### src/rtl/mkt_pkg.sv
// Package for the microwave keypad timer controller.
// Holds the event and mode codes, the beat types and the timer limits.
// Used by every module of the block; depends on nothing.
package mkt_pkg;

  typedef enum logic [2:0] {
    OP_DIGIT = 3'd0,
    OP_START = 3'd1,
    OP_STOP  = 3'd2,
    OP_RESET = 3'd3,
    OP_TICK  = 3'd4,
    OP_FAULT = 3'd5
  } op_e;

  typedef enum logic [2:0] {
    MODE_IDLE    = 3'd0,
    MODE_COOKING = 3'd1,
    MODE_PAUSED  = 3'd2,
    MODE_DONE    = 3'd3,
    MODE_ERROR   = 3'd4
  } mode_e;

  localparam logic [6:0] MaxMinutes = 7'd99;
  localparam logic [5:0] MaxSeconds = 6'd59;
  localparam logic [5:0] SecsPerMin = 6'd60;
  localparam logic [3:0] MaxDigit   = 4'd9;

  // Quotient by sixty as a multiply by 1093 / 2^16, exact for totals below 1024.
  localparam logic [10:0] Div60Mul   = 11'd1093;
  localparam int unsigned Div60Shift = 16;

  typedef struct packed {
    logic [2:0] operation;
    logic [3:0] digit;
  } in_t;

  typedef struct packed {
    logic [2:0] out_mode;
    logic [6:0] out_minutes;
    logic [5:0] out_seconds;
    logic       out_lamp;
  } out_t;

endpackage

### src/rtl/mkt_in_stage.sv
// Input register of the microwave keypad timer controller.
// Captures one event beat and holds it until the update stage takes it.
// Depends on mkt_pkg.
module mkt_in_stage (
  input  logic          clk_i,
  input  logic          rst_ni,
  input  logic          in_valid_i,
  output logic          in_ready_o,
  input  mkt_pkg::in_t  in_data_i,
  input  logic          take_i,
  output logic          item_valid_o,
  output mkt_pkg::in_t  item_o
);

  logic         valid_q, valid_d;
  mkt_pkg::in_t data_q;

  assign in_ready_o = !valid_q || take_i;

  always_comb begin
    valid_d = valid_q;
    if (in_ready_o) begin
      valid_d = in_valid_i;
    end
  end

  always_ff @(posedge clk_i or negedge rst_ni) begin
    if (!rst_ni) begin
      valid_q <= 1'b0;
    end else begin
      valid_q <= valid_d;
    end
  end

  always_ff @(posedge clk_i) begin
    if (in_valid_i && in_ready_o) begin
      data_q <= in_data_i;
    end
  end

  assign item_valid_o = valid_q;
  assign item_o       = data_q;

endmodule

### src/rtl/mkt_update.sv
// Controller state and its next-state logic.
// Applies one event to mode, timer and lamp and presents the new state.
// Depends on mkt_pkg.
module mkt_update (
  input  logic          clk_i,
  input  logic          rst_ni,
  input  logic          fire_i,
  input  mkt_pkg::in_t  item_i,
  output mkt_pkg::out_t result_o
);

  mkt_pkg::mode_e mode_q, mode_d;
  logic [6:0]     min_q, min_d;
  logic [5:0]     sec_q, sec_d;
  logic           lamp_q, lamp_d;

  logic [9:0]  total;
  logic [20:0] prod;
  logic [3:0]  quot;
  logic [9:0]  rem;
  logic [7:0]  mins_sum;
  logic [6:0]  dig_min;
  logic [5:0]  dig_sec;
  logic [6:0]  cd_min;
  logic [5:0]  cd_sec;
  logic        time_zero;

  assign time_zero = (min_q == 7'd0) && (sec_q == 6'd0);

  always_comb begin
    total    = 10'({sec_q, 3'b000}) + 10'({sec_q, 1'b0}) + 10'(item_i.digit);
    prod     = 21'(total) * 21'(mkt_pkg::Div60Mul);
    quot     = prod[mkt_pkg::Div60Shift +: 4];
    rem      = total - 10'(quot) * 10'(mkt_pkg::SecsPerMin);
    mins_sum = 8'(min_q) + 8'(quot);
    if (mins_sum > 8'(mkt_pkg::MaxMinutes)) begin
      dig_min = mkt_pkg::MaxMinutes;
      dig_sec = mkt_pkg::MaxSeconds;
    end else begin
      dig_min = mins_sum[6:0];
      dig_sec = rem[5:0];
    end
  end

  always_comb begin
    cd_min = min_q;
    cd_sec = sec_q;
    if (sec_q != 6'd0) begin
      cd_sec = sec_q - 6'd1;
    end else if (min_q != 7'd0) begin
      cd_min = min_q - 7'd1;
      cd_sec = mkt_pkg::MaxSeconds;
    end
  end

  always_comb begin
    mode_d = mode_q;
    min_d  = min_q;
    sec_d  = sec_q;
    lamp_d = lamp_q;
    if (mode_q != mkt_pkg::MODE_ERROR) begin
      case (item_i.operation)
        mkt_pkg::OP_DIGIT: begin
          if (mode_q == mkt_pkg::MODE_IDLE && item_i.digit <= mkt_pkg::MaxDigit) begin
            min_d = dig_min;
            sec_d = dig_sec;
          end
        end
        mkt_pkg::OP_START: begin
          if (!time_zero && mode_q != mkt_pkg::MODE_DONE) begin
            mode_d = mkt_pkg::MODE_COOKING;
            lamp_d = 1'b1;
          end
        end
        mkt_pkg::OP_STOP: begin
          if (mode_q == mkt_pkg::MODE_COOKING) begin
            mode_d = mkt_pkg::MODE_PAUSED;
            lamp_d = 1'b0;
          end
        end
        mkt_pkg::OP_RESET: begin
          mode_d = mkt_pkg::MODE_IDLE;
          min_d  = 7'd0;
          sec_d  = 6'd0;
          lamp_d = 1'b0;
        end
        mkt_pkg::OP_TICK: begin
          if (mode_q == mkt_pkg::MODE_COOKING) begin
            min_d = cd_min;
            sec_d = cd_sec;
            if (cd_min == 7'd0 && cd_sec == 6'd0) begin
              mode_d = mkt_pkg::MODE_DONE;
            end
          end
        end
        mkt_pkg::OP_FAULT: begin
          mode_d = mkt_pkg::MODE_ERROR;
        end
        default: begin
        end
      endcase
    end
  end

  always_ff @(posedge clk_i or negedge rst_ni) begin
    if (!rst_ni) begin
      mode_q <= mkt_pkg::MODE_IDLE;
      min_q  <= 7'd0;
      sec_q  <= 6'd0;
      lamp_q <= 1'b0;
    end else if (fire_i) begin
      mode_q <= mode_d;
      min_q  <= min_d;
      sec_q  <= sec_d;
      lamp_q <= lamp_d;
    end
  end

  always_comb begin
    result_o.out_mode    = mode_d;
    result_o.out_minutes = min_d;
    result_o.out_seconds = sec_d;
    result_o.out_lamp    = lamp_d;
  end

endmodule

### src/rtl/mkt_out_stage.sv
// Result register of the microwave keypad timer controller.
// Holds one result beat until the consumer takes it.
// Depends on mkt_pkg.
module mkt_out_stage (
  input  logic          clk_i,
  input  logic          rst_ni,
  input  logic          load_i,
  input  mkt_pkg::out_t result_i,
  output logic          free_o,
  output logic          out_valid_o,
  input  logic          out_ready_i,
  output mkt_pkg::out_t out_data_o
);

  logic          valid_q, valid_d;
  mkt_pkg::out_t data_q;

  assign free_o = !valid_q || out_ready_i;

  always_comb begin
    valid_d = valid_q;
    if (free_o) begin
      valid_d = load_i;
    end
  end

  always_ff @(posedge clk_i or negedge rst_ni) begin
    if (!rst_ni) begin
      valid_q <= 1'b0;
    end else begin
      valid_q <= valid_d;
    end
  end

  always_ff @(posedge clk_i) begin
    if (load_i) begin
      data_q <= result_i;
    end
  end

  assign out_valid_o = valid_q;
  assign out_data_o  = data_q;

endmodule

### src/rtl/microwave_keypad_timer_controller_unit.sv
// Microwave keypad timer controller: one result beat per event beat.
// The result beat is registered in the output stage after its event beat has passed the input stage.
// Throughput is one event per cycle while the consumer takes results; the mode and timer update is combinational.
// Reset is asynchronous and active low: idle, 00:00, lamp off, both stages empty.
// Depends on mkt_pkg, mkt_in_stage, mkt_update and mkt_out_stage.
module microwave_keypad_timer_controller_unit (
  input  logic          clk_i,
  input  logic          rst_ni,
  input  logic          in_valid_i,
  output logic          in_ready_o,
  input  mkt_pkg::in_t  in_data_i,
  output logic          out_valid_o,
  input  logic          out_ready_i,
  output mkt_pkg::out_t out_data_o
);

  logic          item_valid;
  mkt_pkg::in_t  item;
  logic          out_free;
  logic          fire;
  mkt_pkg::out_t result;

  assign fire = item_valid && out_free;

  mkt_in_stage u_in (
    .clk_i        (clk_i),
    .rst_ni       (rst_ni),
    .in_valid_i   (in_valid_i),
    .in_ready_o   (in_ready_o),
    .in_data_i    (in_data_i),
    .take_i       (fire),
    .item_valid_o (item_valid),
    .item_o       (item)
  );

  mkt_update u_update (
    .clk_i    (clk_i),
    .rst_ni   (rst_ni),
    .fire_i   (fire),
    .item_i   (item),
    .result_o (result)
  );

  mkt_out_stage u_out (
    .clk_i       (clk_i),
    .rst_ni      (rst_ni),
    .load_i      (fire),
    .result_i    (result),
    .free_o      (out_free),
    .out_valid_o (out_valid_o),
    .out_ready_i (out_ready_i),
    .out_data_o  (out_data_o)
  );

endmodule

### config.mk
export PLATFORM = sky130hd
export DESIGN_NAME = microwave_keypad_timer_controller_unit
export DESIGN_NICKNAME = d
export VERILOG_FILES = /design/src/rtl/mkt_pkg.sv /design/src/rtl/mkt_in_stage.sv /design/src/rtl/mkt_update.sv /design/src/rtl/mkt_out_stage.sv /design/src/rtl/microwave_keypad_timer_controller_unit.sv
export SDC_FILE = /design/constraint.sdc
export NUM_CORES = 1
export LEC_CHECK = 0
export ABC_AREA = 1
export BUFFER_PORTS_ARGS = -buffer_cell sky130_fd_sc_hd__buf_4
export CAP_MARGIN = 20
export CORE_ASPECT_RATIO = 0.5
export CORE_MARGIN = 2
export CORE_UTILIZATION = 40
export CTS_CLUSTER_DIAMETER = 150
export DETAILED_ROUTE_END_ITERATION = 8
export MAX_ROUTING_LAYER = met4
export PLACE_DENSITY = 0.52
export SETUP_SLACK_MARGIN = 0.3
export SYNTH_ARGS = -nofsm -noshare
export SYNTH_HDL_FRONTEND = slang
export SYNTH_HIERARCHICAL = 1
export SYNTH_SLANG_ARGS = --single-unit
### constraint.sdc
create_clock -name clk_i -period 14.2 [get_ports clk_i]
set_input_delay 1.42 -clock clk_i [delete_from_list [all_inputs] [get_ports clk_i]]
set_output_delay 1.42 -clock clk_i [all_outputs]
set_load 0.05 [all_outputs]
# ---- Word-level counts from Yosys, hierarchy flattened
# Cells that the tools add are included.
dict set report op_classes {
  n_addsub 6
  multipliers 2
  div 0
  order_cmp 2
  eq_ne 8
  shift 0
  mux 24
  bitwise_logic 0
  reduce_logical 19
}
# op count
set op_table {}
lappend op_table {{$mux 7} 6}
lappend op_table {{$mux 6} 6}
lappend op_table {{$pmux 7 s3} 1}
lappend op_table {{$mul 10x11->20 const B} 1}
lappend op_table {{$pmux 6 s3} 1}
lappend op_table {{$mux 3} 5}
lappend op_table {{$pmux 3 s5} 1}
lappend op_table {{$logic_not 7->1} 2}
lappend op_table {{$logic_not 6->1} 2}
lappend op_table {{$add 10x4->10} 1}
lappend op_table {{$add 9x7->10} 1}
lappend op_table {{$add 7x4->8} 1}
lappend op_table {{$gt 8x7->1 const B} 1}
lappend op_table {{$reduce_bool 7->1} 1}
lappend op_table {{$sub 7x1->7 const B} 1}
lappend op_table {{$eq 3x1->1 const B} 2}
lappend op_table {{$eq 3x2->1 const B} 2}
lappend op_table {{$eq 3x3->1 const B} 2}
lappend op_table {{$logic_and 1x1->1} 6}
lappend op_table {{$logic_not 3->1} 2}
lappend op_table {{$reduce_bool 6->1} 1}
lappend op_table {{$sub 6x1->6 const B} 1}
lappend op_table {{$sub 6x6->6} 1}
lappend op_table {{$le 4x4->1 const B} 1}
lappend op_table {{other kinds (7)} 12}
dict set report word_totals {
  ff_bits 43
  latch_bits 0
  mem_bits_rw 0
  romBits 0
  input_bits 11
  out_inout_bits 19
  mem_count 0
}

# ---- Longest topological paths before layout
dict set report logic_depth {
  ltp_word 9
  ltp_mapped 45
  depth_no_buf 45
}

# ---- Cells and area by module
# Netlist, hierarchy kept.
# module n_inst cells_each area_each_um2 seq_area_each_um2
set modules_own_cells {}
lappend modules_own_cells {mkt_update 1 636 3963.8 425.4}
lappend modules_own_cells {mkt_out_stage 1 22 555.5 535.5}
lappend modules_own_cells {mkt_in_stage 1 13 255.2 235.2}
lappend modules_own_cells {microwave_keypad_timer_controller_unit 1 2 7.5 0.0}

# ---- Worst setup path after synthesis
# OpenSTA, ideal clock, no wires.
dict set report synth_timing {
  kind {register -> register}
  start {register u_update.sec_q[0]}
  end {register u_out.data_q (netlist bit u_out/out_data_o[6]), data pin}
  setup_ns 0.264
  arrival_ns 6.126
  t_required_ns 13.936
  slack_ns 7.811
  path_stages_with_launch 39
  period_less_slack_ns 6.389
  cell_sequence {dfrtp_1 clkinv_1 fa_1 fa_1 nor2_1 a211oi_2 o21ai_1 a21oi_2 xor2_1 ha_1 inv_1 fa_1 inv_1 ha_1 inv_1 fa_1 inv_1 ha_1 [3 not listed] nand2_1 a21oi_1 nand2_1 nand2_1 nand2_1 inv_1 ha_1 inv_1 fa_1 o21ai_2 xor2_1 nand3b_1 nand2_1 nor2_2 nor2_4 nand3_1 nand2_1 a21boi_0}
}
# element line
set synth_rtl {}
lappend synth_rtl {{from (decl)} mkt_update.sv:14} ;# logic [5:0] sec_q, sec_d;
lappend synth_rtl {{from (signal assigned)} mkt_update.sv:109} ;# sec_q <= 6'd0;
lappend synth_rtl {{from (signal assigned)} mkt_update.sv:114} ;# sec_q <= sec_d;
lappend synth_rtl {{to (signal assigned)} mkt_out_stage.sv:37} ;# data_q <= result_i;
lappend synth_rtl {{to (decl)} mkt_out_stage.sv:16} ;# mkt_pkg::out_t data_q;

==> results.md <==
- Synth Warn #: 6
- Die area: about 13000 µm²
- DR pass1 iterations: 4
- Final instance area: around 5300 µm²
- Clock sink count: 43
- Dpl cell area: slightly above 5000 µm²
- Area of the mapped netlist: 4782 µm²
- Register area share after synthesis: 25.01%
- DRT iter0 DRCs: 183
- Min-delay src: u_out/out_valid_o
- Skew-Pair Late Insertion Delay: 290 ps
- Number of synthesized register bits: 43
- GRT overflow: 0
- Area Growth Syn to Fin: 11.62%
- First-pass GRT wire length: 19690 µm
- Predominant post-synthesis flop cell: edfxtp_1
- Final period util: 50.52%
- Final hold vios: 0
- Routed WL: 11900 µm
- Mapped Cells: 673
- Crit-path slowest cell: fa_1
- Critical path capture point: u_out/out_data_o[6]
- Status: completed
- Die Height: roughly 80 µm
- Row count: 28
- Vias per cell: around 5.0
- FF-to-FF path depth: 38
- Worst stage delay on the critical path: 600 ps
- Crit Path Max Fanout: 9
- Netlist cell types: 43
- Antenna Nets Post-Route: 0
- Crit path top cell by count: nand2_1
- Initial antenna violation count: 0
- Hold crit path type: flip-flop to flip-flop
- Hold WS: 504.3 ps
- Pin count of the biggest net entering global routing: 41
- Cts repair resizes: 0
- # IOs: 30
- Final-layout fill cell count: 1202
- Storage element area: 1196 µm²
- Drc violations: 0
- Chip width: between 150 and 200 µm
- Max Root-Sink Buffers: 2
- Commonest non-fill, non-tap cell in the layout: nand2_1
- Routability Congestion: 0.9316
- Setup TNS Final: 0 ps
- Hold-fix buffers at CTS: 0
- Most frequent cells in the layout: nand2_1 (197), inv_1 (104), ha_1 (63)
- Area of the multi-input gates: 3105 µm²
- Share of post-route cells with drive strength above 1: 9.885%
- RSZ-0062 raised after global routing: false
- Avg WL per Cell: 13.79 µm
- Crit path buffers/inverters: 8
- Critical path data required time: 14230 ps
- Max-slew violation count: 0
- Initial Util: 40.75%
- WP depth: 38
- Crit path kind: flip-flop to flip-flop
- Nets: ~780
- RR Endpoint: u_out/out_data_o[6]
- Total core area: between 10000 and 15000 µm²
- Via Count: 4299
- HPWL Detailed: 9348 µm
- Clock-pin slew on the worst setup and hold paths: 60 ps
- Root Buffer: clkbuf_16
- Mapped Nets: 759
- Tmin final: 7174 ps
- Worst setup path startpoint: u_update/sec_q[0]
- Setup bufs post-CTS: 0
- Final Skew: 7.594 ps
- Critical R2R Launch: u_update/sec_q[0]
- Vias in the first global route: between 3000 and 4000
- Final setup viols: 0
- Setup WS pre-CTS: 6999 ps
- Reg2reg setup slack: 7030 ps
- Crit path launch type: flip-flop
- Setup WS post-layout: about 7000 ps
- Delay-heaviest family, CP: adder cells
- Number of synthesized flops with an enable pin: 24
- Async SR Flop Fraction: ~44%
- Total track usage: 20.33%
- Max Freq: 139.4 MHz
- CP arrival: between 7000 and 8000 ps
- Slew of the pin with the lowest slew margin: 972.5 ps
- Max cap viols: 0
- Crit. End Element: flip-flop
- Antenna cells: 0
- Avg Cell Area, Syn: 7.106 µm²
- Hold Path Stages: 2
- Port bufs: 29
- CTS tree: done
- H-tree levels: 2
- Slew HR: 34.82%
- CTS buffer count: 5
## cell type report
class                   count  area share (%)
clock inverters             2           1.125
flip-flops and latches     43           22.41
clock buffers               6           2.414
repair buffers             30           4.219
multi-input cells         507           58.18
well taps                 165           3.868
inverters                 110           7.782
## cells by family after synthesis
logic type	synth area share, %
xor gates and xnor gates	2.564
and+or+nand+nor	29.25
muxes	0.2093
buffers and inverters	10.05
DFF	25.01
adders and majority gates	21.51
AOI/OAI and AO/OA	11.41
## flip-flops by register name (all words and copies together), names as in the netlist
name,cells
u_update/sec_q,6
u_update/mode_q,3
u_out/out_valid_o,1
u_in/item_valid_o,1
u_in/item_o,7
u_out/out_data_o,17
u_update/lamp_q,1
u_update/min_q,7
## worst reg2reg max path: cells and delay by family (launching register included)
family	cells	cell delay, ps
xor gates and xnor gates	2	540
buffers and inverters	8	730
adders and majority gates	9	3250
AOI/OAI and AO/OA	6	760
and+or+nand+nor	13	1250
DFF	1	410
## through the flow
stage,utilization (%),cells
global route,45.48,863
global placement,43.87,855
floorplan,-,673
CTS,45.48,863
finish,45.48,863
detailed placement,43.87,855
## metal layers
metal | part of all wire [%] | global-route usage [%]
met1 | 51 | 28.02
met2 | 43 | 32.29
met3 | 4.1 | 2.081
met4 | 1.2 | 5.045
met5 | 0 | -
## how the worst min path moves through the flow
| stage | to | slack [ps] |
|---|---|---|
| final | u_out/out_valid_o | 500 |
| after CTS | u_out/out_valid_o | 510 |
| after global placement | u_out/out_valid_o | 480 |
| after floorplan | u_update/sec_q[2] | 500 |
| after detailed placement | u_out/out_valid_o | 490 |
| after global routing | u_out/out_valid_o | 550 |
## synthesized netlist by cell type, types with 2 or more instances
master | count | share of area [%]
a21oi_2 | 7 | 1.3
dfrtp_1 | 19 | 9.9
nand3b_1 | 5 | 0.79
o21ai_2 | 2 | 0.37
o31ai_1 | 2 | 0.31
a21oi_1 | 45 | 4.7
buf_2 | 4 | 0.42
nand2_2 | 6 | 0.79
inv_2 | 4 | 0.31
inv_1 | 104 | 8.2
ha_1 | 63 | 16
nand2_4 | 2 | 0.47
nor2_2 | 4 | 0.52
nand2_1 | 197 | 15
nor2_4 | 3 | 0.71
clkbuf_1 | 7 | 0.55
a31oi_1 | 4 | 0.52
nand4_1 | 8 | 1.0
nand3_1 | 51 | 5.3
edfxtp_1 | 24 | 15
o21ai_0 | 20 | 2.1
xor2_1 | 7 | 1.3
a21boi_0 | 6 | 0.94
nor2_1 | 42 | 3.3
a21o_1 | 2 | 0.31
xnor2_1 | 7 | 1.3
fa_1 | 12 | 5.0
Power is left out: the tool's default activity adds up to more than one toggle a clock period on the data nets, which glitch-free logic cannot reach.
